File: src/rtl/ftr_pkg.sv
// Package for the fixed-point translate/rotate block: word types, register codes
// and saturating arithmetic helpers. Depends on nothing.
package ftr_pkg;

	localparam int WORD_BITS     = 16;
	localparam int FRACTION_BITS = 5;
	localparam int PROD_BITS     = 2 * WORD_BITS;
	localparam int SHIFT_BITS    = PROD_BITS - FRACTION_BITS;
	localparam int REG_COUNT     = 4;
	localparam int INDEX_BITS    = $clog2(REG_COUNT);

	typedef logic signed [WORD_BITS-1:0] word_t;
	typedef logic signed [PROD_BITS-1:0] prod_t;
	typedef logic [INDEX_BITS-1:0] reg_index_t;

	localparam reg_index_t REG_OFFSET_X = INDEX_BITS'(0);
	localparam reg_index_t REG_OFFSET_Y = INDEX_BITS'(1);
	localparam reg_index_t REG_COS_COEF = INDEX_BITS'(2);
	localparam reg_index_t REG_SIN_COEF = INDEX_BITS'(3);

	localparam word_t WORD_MAX   = {1'b0, {(WORD_BITS-1){1'b1}}};
	localparam word_t WORD_MIN   = {1'b1, {(WORD_BITS-1){1'b0}}};
	localparam word_t COS_RESET  = WORD_BITS'(1 << FRACTION_BITS);

	typedef struct packed {
		word_t point_x;
		word_t point_y;
	} point_t;

	typedef struct packed {
		word_t moved_x;
		word_t moved_y;
	} moved_t;

	typedef struct packed {
		word_t offset_x;
		word_t offset_y;
		word_t cos_coef;
		word_t sin_coef;
	} cfg_t;

	// Saturating add or subtract of two words.
	function automatic word_t sat_addsub(word_t a, word_t b, logic sub);
		logic signed [WORD_BITS:0] s;
		s = sub ? ({a[WORD_BITS-1], a} - {b[WORD_BITS-1], b})
		        : ({a[WORD_BITS-1], a} + {b[WORD_BITS-1], b});
		if (s[WORD_BITS] != s[WORD_BITS-1])
			return s[WORD_BITS] ? WORD_MIN : WORD_MAX;
		return s[WORD_BITS-1:0];
	endfunction

	// Floor shift of a full product by the fraction bits, then saturate.
	function automatic word_t sat_product(prod_t p);
		logic signed [SHIFT_BITS-1:0] s;
		logic                         ovf;
		s   = SHIFT_BITS'(p >>> FRACTION_BITS);
		ovf = !((&s[SHIFT_BITS-1:WORD_BITS-1]) || !(|s[SHIFT_BITS-1:WORD_BITS-1]));
		if (ovf)
			return s[SHIFT_BITS-1] ? WORD_MIN : WORD_MAX;
		return s[WORD_BITS-1:0];
	endfunction

endpackage

File: src/rtl/fixed_point_translate_rotate_2d.sv
// Top level of the fixed-point translate/rotate block: register file and pipeline.
// Depends on ftr_pkg, ftr_translate, ftr_rotate_mul and ftr_combine.
//
// The block takes one point per clock cycle and returns each result from the
// register stages in order: translate, multiply, shift/saturate and combine
// are one register stage each, so one transaction enters and one
// leaves every cycle. busy is never raised. The result is shown for one cycle
// with done high; the receiver cannot stall it, so capture it on that edge.
// Write the registers only while no transaction is in flight.
module fixed_point_translate_rotate_2d
	import ftr_pkg::*;
(
	input  logic       clk,
	input  logic       arst_n,
	input  logic       start,
	output logic       busy,
	input  point_t     point,
	input  logic       wr_en,
	input  reg_index_t wr_index,
	input  word_t      wr_data,
	output logic       done,
	output moved_t     result
);

	cfg_t cfg_q;

	logic   valid_s1, valid_s3, valid_s4;
	point_t point_s1;
	word_t  xc_s3, ys_s3, xs_s3, yc_s3;
	moved_t moved_s4;

	// The pipeline never stalls, so accept a transaction on every start.
	assign busy = 1'b0;

	// Register file: hold values until written; reset to the identity transform.
	always_ff @(posedge clk or negedge arst_n) begin
		if (!arst_n) begin
			cfg_q.offset_x <= '0;
			cfg_q.offset_y <= '0;
			cfg_q.cos_coef <= COS_RESET;
			cfg_q.sin_coef <= '0;
		end else if (wr_en) begin
			unique case (wr_index)
				REG_OFFSET_X: cfg_q.offset_x <= wr_data;
				REG_OFFSET_Y: cfg_q.offset_y <= wr_data;
				REG_COS_COEF: cfg_q.cos_coef <= wr_data;
				REG_SIN_COEF: cfg_q.sin_coef <= wr_data;
				default:      cfg_q <= cfg_q;
			endcase
		end
	end

	// Stage 1: add the translation with saturation.
	ftr_translate u_translate (
		.clk      (clk),
		.arst_n   (arst_n),
		.in_valid (start && !busy),
		.in_point (point),
		.offset_x (cfg_q.offset_x),
		.offset_y (cfg_q.offset_y),
		.valid_s1 (valid_s1),
		.point_s1 (point_s1)
	);

	// Stages 2 and 3: products from the translated point, never the rotated one.
	ftr_rotate_mul u_rotate_mul (
		.clk      (clk),
		.arst_n   (arst_n),
		.valid_s1 (valid_s1),
		.point_s1 (point_s1),
		.cos_coef (cfg_q.cos_coef),
		.sin_coef (cfg_q.sin_coef),
		.valid_s3 (valid_s3),
		.xc_s3    (xc_s3),
		.ys_s3    (ys_s3),
		.xs_s3    (xs_s3),
		.yc_s3    (yc_s3)
	);

	// Stage 4: combine into the result and drive the output register.
	ftr_combine u_combine (
		.clk      (clk),
		.arst_n   (arst_n),
		.valid_s3 (valid_s3),
		.xc_s3    (xc_s3),
		.ys_s3    (ys_s3),
		.xs_s3    (xs_s3),
		.yc_s3    (yc_s3),
		.valid_s4 (valid_s4),
		.moved_s4 (moved_s4)
	);

	assign done   = valid_s4;
	assign result = moved_s4;

endmodule

File: src/rtl/ftr_translate.sv
// Stage 1: saturating translation of the incoming point.
// Depends on ftr_pkg.
module ftr_translate
	import ftr_pkg::*;
(
	input  logic   clk,
	input  logic   arst_n,
	input  logic   in_valid,
	input  point_t in_point,
	input  word_t  offset_x,
	input  word_t  offset_y,
	output logic   valid_s1,
	output point_t point_s1
);

	always_ff @(posedge clk or negedge arst_n) begin
		if (!arst_n) begin
			valid_s1 <= 1'b0;
		end else begin
			valid_s1 <= in_valid;
		end
	end

	always_ff @(posedge clk) begin
		point_s1.point_x <= sat_addsub(in_point.point_x, offset_x, 1'b0);
		point_s1.point_y <= sat_addsub(in_point.point_y, offset_y, 1'b0);
	end

endmodule

File: src/rtl/ftr_rotate_mul.sv
// Stages 2 and 3: four full-width products, then floor shift and saturation.
// Depends on ftr_pkg.
module ftr_rotate_mul
	import ftr_pkg::*;
(
	input  logic   clk,
	input  logic   arst_n,
	input  logic   valid_s1,
	input  point_t point_s1,
	input  word_t  cos_coef,
	input  word_t  sin_coef,
	output logic   valid_s3,
	output word_t  xc_s3,
	output word_t  ys_s3,
	output word_t  xs_s3,
	output word_t  yc_s3
);

	logic  valid_s2;
	prod_t xc_s2, ys_s2, xs_s2, yc_s2;

	always_ff @(posedge clk or negedge arst_n) begin
		if (!arst_n) begin
			valid_s2 <= 1'b0;
			valid_s3 <= 1'b0;
		end else begin
			valid_s2 <= valid_s1;
			valid_s3 <= valid_s2;
		end
	end

	// Widen both operands first so the product keeps all of its bits.
	always_ff @(posedge clk) begin
		xc_s2 <= prod_t'(point_s1.point_x) * prod_t'(cos_coef);
		ys_s2 <= prod_t'(point_s1.point_y) * prod_t'(sin_coef);
		xs_s2 <= prod_t'(point_s1.point_x) * prod_t'(sin_coef);
		yc_s2 <= prod_t'(point_s1.point_y) * prod_t'(cos_coef);
	end

	always_ff @(posedge clk) begin
		xc_s3 <= sat_product(xc_s2);
		ys_s3 <= sat_product(ys_s2);
		xs_s3 <= sat_product(xs_s2);
		yc_s3 <= sat_product(yc_s2);
	end

endmodule

File: src/rtl/ftr_combine.sv
// Stage 4: saturating difference and sum of the products into the result.
// Depends on ftr_pkg.
module ftr_combine
	import ftr_pkg::*;
(
	input  logic   clk,
	input  logic   arst_n,
	input  logic   valid_s3,
	input  word_t  xc_s3,
	input  word_t  ys_s3,
	input  word_t  xs_s3,
	input  word_t  yc_s3,
	output logic   valid_s4,
	output moved_t moved_s4
);

	always_ff @(posedge clk or negedge arst_n) begin
		if (!arst_n) begin
			valid_s4 <= 1'b0;
		end else begin
			valid_s4 <= valid_s3;
		end
	end

	always_ff @(posedge clk) begin
		moved_s4.moved_x <= sat_addsub(xc_s3, ys_s3, 1'b1);
		moved_s4.moved_y <= sat_addsub(xs_s3, yc_s3, 1'b0);
	end

endmodule

File: config.mk
export PLATFORM = sky130hd
export DESIGN_NAME = fixed_point_translate_rotate_2d
export DESIGN_NICKNAME = d
export VERILOG_FILES = /design/src/rtl/ftr_pkg.sv /design/src/rtl/fixed_point_translate_rotate_2d.sv /design/src/rtl/ftr_translate.sv /design/src/rtl/ftr_rotate_mul.sv /design/src/rtl/ftr_combine.sv
export SDC_FILE = /design/constraint.sdc
export NUM_CORES = 2
export LEC_CHECK = 0
export ABC_AREA = 0
export BUFFER_PORTS_ARGS = -buffer_cell sky130_fd_sc_hd__buf_2
export CAP_MARGIN = 40
export CORE_AREA = 8 8 415 417
export CTS_BUF_LIST = sky130_fd_sc_hd__clkbuf_2 sky130_fd_sc_hd__clkbuf_4 sky130_fd_sc_hd__clkbuf_8
export DETAILED_ROUTE_END_ITERATION = 10
export DIE_AREA = 0 0 423 425
export GPL_TIMING_DRIVEN = 0
export HOLD_SLACK_MARGIN = 0.03
export PLACE_DENSITY = 0.54
export SLEW_MARGIN = 20
export SYNTH_ARGS = -nofsm -noshare
export SYNTH_HDL_FRONTEND = slang
export SYNTH_SLANG_ARGS = --single-unit
export TNS_END_PERCENT = 30
File: constraint.sdc
create_clock -name clk -period 6.6 [get_ports clk]
set_input_delay 0.33 -clock clk [delete_from_list [all_inputs] [get_ports clk]]
set_output_delay 0.33 -clock clk [all_outputs]
set_load 0.02 [all_outputs]
=== Yosys cells after proc, flatten, opt, wreduce, memory -nomap -nowiden ===
Cells that the tools add are included.

* Bits in registers: 324
* Bits of input ports: 54
* Output and inout bits: 34
* Logic and storage cells: 80

* Add/sub/neg operators: 4
* $mul: 4
* Eq/ne operators: 7
* Muxes and demuxes: 24
* Reductions and logical operators: 21

{| class="wikitable"
|+ Operators by type and width
! kind !! count
|-
| 16-bit 2-to-1 mux || 20
|-
| 16-bit by 16-bit multiplier with 32-bit output || 4
|-
| 16-bit by 16-bit adder with 17-bit output || 3
|-
| 12-bit AND reduction || 4
|-
| 12-bit OR reduction || 4
|-
| 16-bit by 16-bit subtractor with 17-bit output || 1
|-
| 2-bit AND reduction || 4
|-
| 2-bit == test, second input constant || 2
|-
| 1-bit zero test || 4
|-
| 1-bit logical OR || 4
|-
| 1-bit 2-to-1 mux || 4
|-
| 1-bit != test || 4
|-
| 2-bit by 1-bit == test with 1-bit output, second input constant || 1
|-
| 2-bit zero test || 1
|}

=== Longest topological paths before layout ===
* Word-level depth: 4
* Depth in mapped cells: 25
* Mapped depth without buffers: 24

=== Modules after synthesis ===
Synthesis repeated with hierarchy kept, for this count alone.

* Cell total of the unflattened synthesis: 5461
* Area, all modules: 51031.4 um2

{| class="wikitable"
|+ Modules (own cells, without submodules)
! module !! instances !! cells each !! area an instance (um2) !! sequential area each (um2)
|-
| ftr_rotate_mul || 1 || 4582 || 42635.9 || 3493.4
|-
| ftr_translate || 1 || 371 || 3001.6 || 665.6
|-
| ftr_combine || 1 || 370 || 2970.3 || 665.6
|-
| fixed_point_translate_rotate_2d || 1 || 138 || 2423.6 || 1602.8
|}

=== Worst setup path before layout ===
OpenSTA, ideal clock, no wires.

* Path kind: register to register
* Start point: register cfg_q[1] (netlist name)
* End point: register u_rotate_mul.xs_s2[27]
* Setup time: 0.120 ns
* Arrival: 5.994 ns
* Data required time: 6.480 ns
* Setup slack: 0.486 ns
* Stages on the path, launching flop included: 22
* Buffers on the path: 1
* Period minus slack after synthesis: 6.114 ns
* Cells stage by stage: dfrtp_1 > clkbuf_1 > nand2_1 > fa_1 > fa_1 > fa_1 > inv_1 > fa_1 > fa_1 > inv_1 > fa_1 > inv_1 > ha_1 > nand3_1 > or4b_2 > a21oi_2 > o41a_1 > nor4_4 > nor2_2 > a32o_2 > o22ai_1 > xnor2_1

* Longest elaborated chain between the ends: 1

{| class="wikitable"
|+ RTL lines
! what !! RTL line !! RTL
|-
| 16-bit by 16-bit multiplier with 32-bit output || ftr_rotate_mul.sv:36 || <nowiki>xs_s2 <= prod_t'(point_s1.point_x) * prod_t'(sin_coef);</nowiki>
|-
| end signal: assignment || ftr_rotate_mul.sv:36 ||
|-
| end: declaration || ftr_rotate_mul.sv:20 || <nowiki>prod_t xc_s2, ys_s2, xs_s2, yc_s2;</nowiki>
|}

Every way passes these cells.
A chain may end at the register's enable or synchronous reset.

=== Final worst setup path ===
* Start point: register cfg_q[15] (netlist name)
* End point: register u_rotate_mul.ys_s2[31]

* Longest elaborated chain between the ends: 1

{| class="wikitable"
|+ RTL lines
! what !! RTL line !! RTL
|-
| 16-bit by 16-bit multiplier with 32-bit output || ftr_rotate_mul.sv:35 || <nowiki>ys_s2 <= prod_t'(point_s1.point_y) * prod_t'(sin_coef);</nowiki>
|-
| end signal: assignment || ftr_rotate_mul.sv:35 ||
|-
| end: declaration || ftr_rotate_mul.sv:20 ||
|}

Every way passes these cells.

==> results.yml <==
setup_path:
  setup.worst_path.start_class: "flip-flop"
  cp_data_arrival_time_ns: 7.22
  cp_num_buf_inv: 4
  r2r_cells: 19
  setup.worst_path.end_class: "flip-flop"
  slowest_delay_ns: 0.58
  worstPathMaxFanout: 11
  cells_traversed_along_the_worst_timing_path: "inv_1, buf_2, nor2_1, fa_1, fa_1, fa_1, fa_1, fa_1, inv_1, fa_1, inv_1, ha_1, nand4b_1, o211ai_1, a21oi_2, o31ai_2, a21o_1, a21oi_1, xnor2_1"
  cp.required_ns: 7.20
  crit_family: "adder cells"
  worst-path-stages: 19
  worst_setup_path_type: "reg -> reg"
  cp_slowest_cell: "buf_2"
  worst_path_most_repeated_cell: "fa_1"
placement:
  place.port_buffers: 86
  number_of_cells_in_the_design_after_placement: 7590
  dp_hpwl_mm: 136
  gpl.final_weighted_congestion: 1.01
  placedInstanceArea_um2: 53300
synthesis:
  synthTopCellsByArea: "fa_1 43%, ha_1 9.6%, dfxtp_1 9.6%"
  post_synth_arst_share_pct: 22.4
  syn_avg_cell_area_um2: 9.43
  number_of_different_library_cells_in_the_post_synthesis_netlist: 72
  postSynth.topFlopCell: "dfxtp_1"
  synth_commonest_cells: "1208 x inv_1, 1048 x fa_1, 578 x nand2_1, 486 x and2_1, 380 x ha_1"
  netlist.top_cell.by_area: "fa_1"
  fraction_of_synthesized_cell_area_taken_by_the_top_area_cell_type_pct: 42.5
  ys_seq_area_share_pct: 13.0
  ys.warnings.count: 0
  yosys.cell_count.top_type: "inv_1"
  syn_nets: 6717
  synth_enable_flop_cells: 0
  post_synth_inst_count: 5235
  ys_seq_elements: 304
  netlist_area_um2: 49400
timing:
  grt_setup_unrepaired: "yes"
  final.setup.tns_ns: -0.0243
  final_period_minus_worst_setup_slack_ns: 6.62
  skew_ns: 0.111
  fmax_ghz: 0.151
  final_min_period_over_clock_period_pct: 100
  fin_ws_ns: -0.0243
  holdWs_ns: 0.100
  final_setup_violation_count: 1
  final_report_max_slew_violation_count: 0
  max_slew_margin_pct: 42.4
  worst_pin_slew_ns: 0.863
  finalHoldViolations: 0
floorplan:
  io-pin-count: 88
  start_util_pct: 29.7
  fp-row-count: 150
  die_area_um2: 180000
  floorplan.core_area_um2: 166000
  die_height_um: 425
  floorplan.die.width_um: 423
grt:
  grt_util_all_layers_pct: 17.9
  first_global_vias: 39400
  antenna_violations_before_repair: 26
  grt_util_met3_pct: 3.99
  top_usage_layer: "met2"
  grt_pass1_wl_mm: 243
  globalRouteMet1Util_pct: 23.4
  grt_util_met2_pct: 29.2
  grt_max_degree: 54
  global_route.overflow_total: 0
status:
  violated_checks: "setup timing"
  status: "finished with violations"
finish:
  sequential_cell_area_um2: 6490
  nets: 6983
  fin_cells: 7761
  layout.filler_cells: 17300
  fin_area_um2: 56400
  areaGrowthSynthToFinish_pct: 14.2
  multiInputGateArea_um2: 38000
  drive_above_1_share_pct: 12.1
route:
  post_drt_via_cell_ratio: 4.67
  ant_nets: 0
  routedWlPerCell_um: 20.7
  postRouteWirelength_mm: 160
  vias: 36300
  dr_iter_0_viols: 2264
  drt-pass1-iter-count: 6
  remaining_drc_errors: 0
clock_tree:
  clock_sinks: 304
  cts_buffers: 57
  cts-root-buf: "clkbuf_8"
  clkLatencyLatePin_ns: 0.83
  clk_transition_reported_paths_ns: 0.07
  ctsHtreeMaxLevel: 2
  cts-root-to-sink-buffers: 3
  cts_tree: "done"
min_path:
  min-delay-path-class: "in -> async"
run:
  cap_violations: 0
[per-layer routing]
layer	vias up	routed length, um
met4	6	6550
met3	323	13700
li1	16100	-
met2	1255	73500
met1	18600	66700
met5	-	47
[final cells by class]
class / instances / share of cell area, %
clock buffer: 79 / 1.84
antenna: 10 / 0.0444
inverter: 1208 / 8.05
buffer: 219 / 2.80
clock inverter: 26 / 0.431
multi-input combinational: 3500 / 67.3
timing repair buffer: 211 / 3.10
sequential: 304 / 11.5
tap: 2204 / 4.89
[what timing repair did]
item                                   in CTS  in global routing
gates cloned                                0                  0
pin swaps                                  15                 53
resized for setup                         302                262
buffers inserted                           20                 20
hold buffers                               23                  0
endpoints found under the hold margin     135                  0
setup endpoints to repair                  55                 26
[metrics by stage]
stage / util, % / setup WS [ns]
final: 34.0 / -0.0243
after global routing: 34.0 / -0.140
after CTS: 33.6 / -0.0260
after detailed placement: 32.1 / -0.892
after global placement: 31.7 / -1.43
after floorplan: - / 0.486
[placed cells by master (no fill, tap or decap), types with 13 or more instances in the layout]
cell type / instances
xnor2_1: 120
buf_6: 47
dfxtp_2: 21
a21o_1: 35
clkbuf_4: 53
nor3_1: 37
nor2_1: 156
nand2_1: 576
nand4_1: 20
nand2b_1: 39
buf_4: 63
o21a_1: 27
and3_1: 14
clkbuf_2: 46
o21ai_0: 133
buf_8: 28
dlygate4sd3_1: 23
fa_1: 1033
nor4_1: 13
nand3_1: 25
clkbuf_8: 88
inv_1: 1201
fa_2: 15
o31ai_1: 13
ha_1: 368
and2_1: 478
clkbuf_1: 48
dfrtp_2: 20
xor2_1: 50
dfrtp_1: 45
mux2_2: 63
a21oi_1: 95
buf_2: 105
dfxtp_1: 214
nor2b_1: 28
clkinv_2: 13
[worst paths after layout]
kind | to | start | slack, ns
worst min-delay path | u_combine.valid_s4 | arst_n | 0.1
max in group asynchronous | cfg_q[58] | arst_n | 5.79
min in group clk | u_translate.point_s1[22] | point[22] | 0.11
worst max register to register | u_rotate_mul.ys_s2[31] | cfg_q[15] | -0.02
worst max-delay path | u_rotate_mul.ys_s2[31] | cfg_q[15] | -0.02
worst min register to register | u_rotate_mul.valid_s3 | u_rotate_mul.valid_s2 | 0.35
[cells by family (layout without fill, tap and decap cells)]
kind of cell / after synthesis / count (layout) / synth area share (%)
AOI/OAI and AO/OA: 394 / 394 / 4.94
xor gates and xnor gates: 172 / 172 / 3.05
adders and majority gates: 1430 / 1430 / 52.2
buffers and inverters: 1431 / 1743 / 10.9
DFF: 304 / 304 / 13.0
muxes: 63 / 63 / 1.44
other: 1 / 11 / 0.00760
and+or+nand+nor: 1440 / 1440 / 14.4
[worst register-to-register path, stage by stage, from the launching register on]
cell and delay, ns:
dfrtp_1 0.44, inv_1 0.37, buf_2 0.58, nor2_1 0.13, fa_1 0.54, fa_1 0.47
fa_1 0.55, fa_1 0.45, fa_1 0.49, inv_1 0.05, fa_1 0.47, inv_1 0.04
ha_1 0.32, nand4b_1 0.13, o211ai_1 0.39, a21oi_2 0.14, o31ai_2 0.32, a21o_1 0.18
a21oi_1 0.08, xnor2_1 0.30
[sequential cells by signal, indices dropped and copies added, names as in the netlist, 16 cells and up]
signal / count
u_rotate_mul.xc_s3: 16
u_translate.point_s1: 32
u_rotate_mul.ys_s2: 27
cfg_q: 64
u_rotate_mul.xc_s2: 27
u_rotate_mul.yc_s3: 16
u_rotate_mul.xs_s3: 16
u_rotate_mul.ys_s3: 16
u_rotate_mul.yc_s2: 27
u_combine.moved_s4: 32
u_rotate_mul.xs_s2: 27
Power is not shown: default switching activity piles up to over one toggle a cycle in this logic, so the estimate is an artifact.
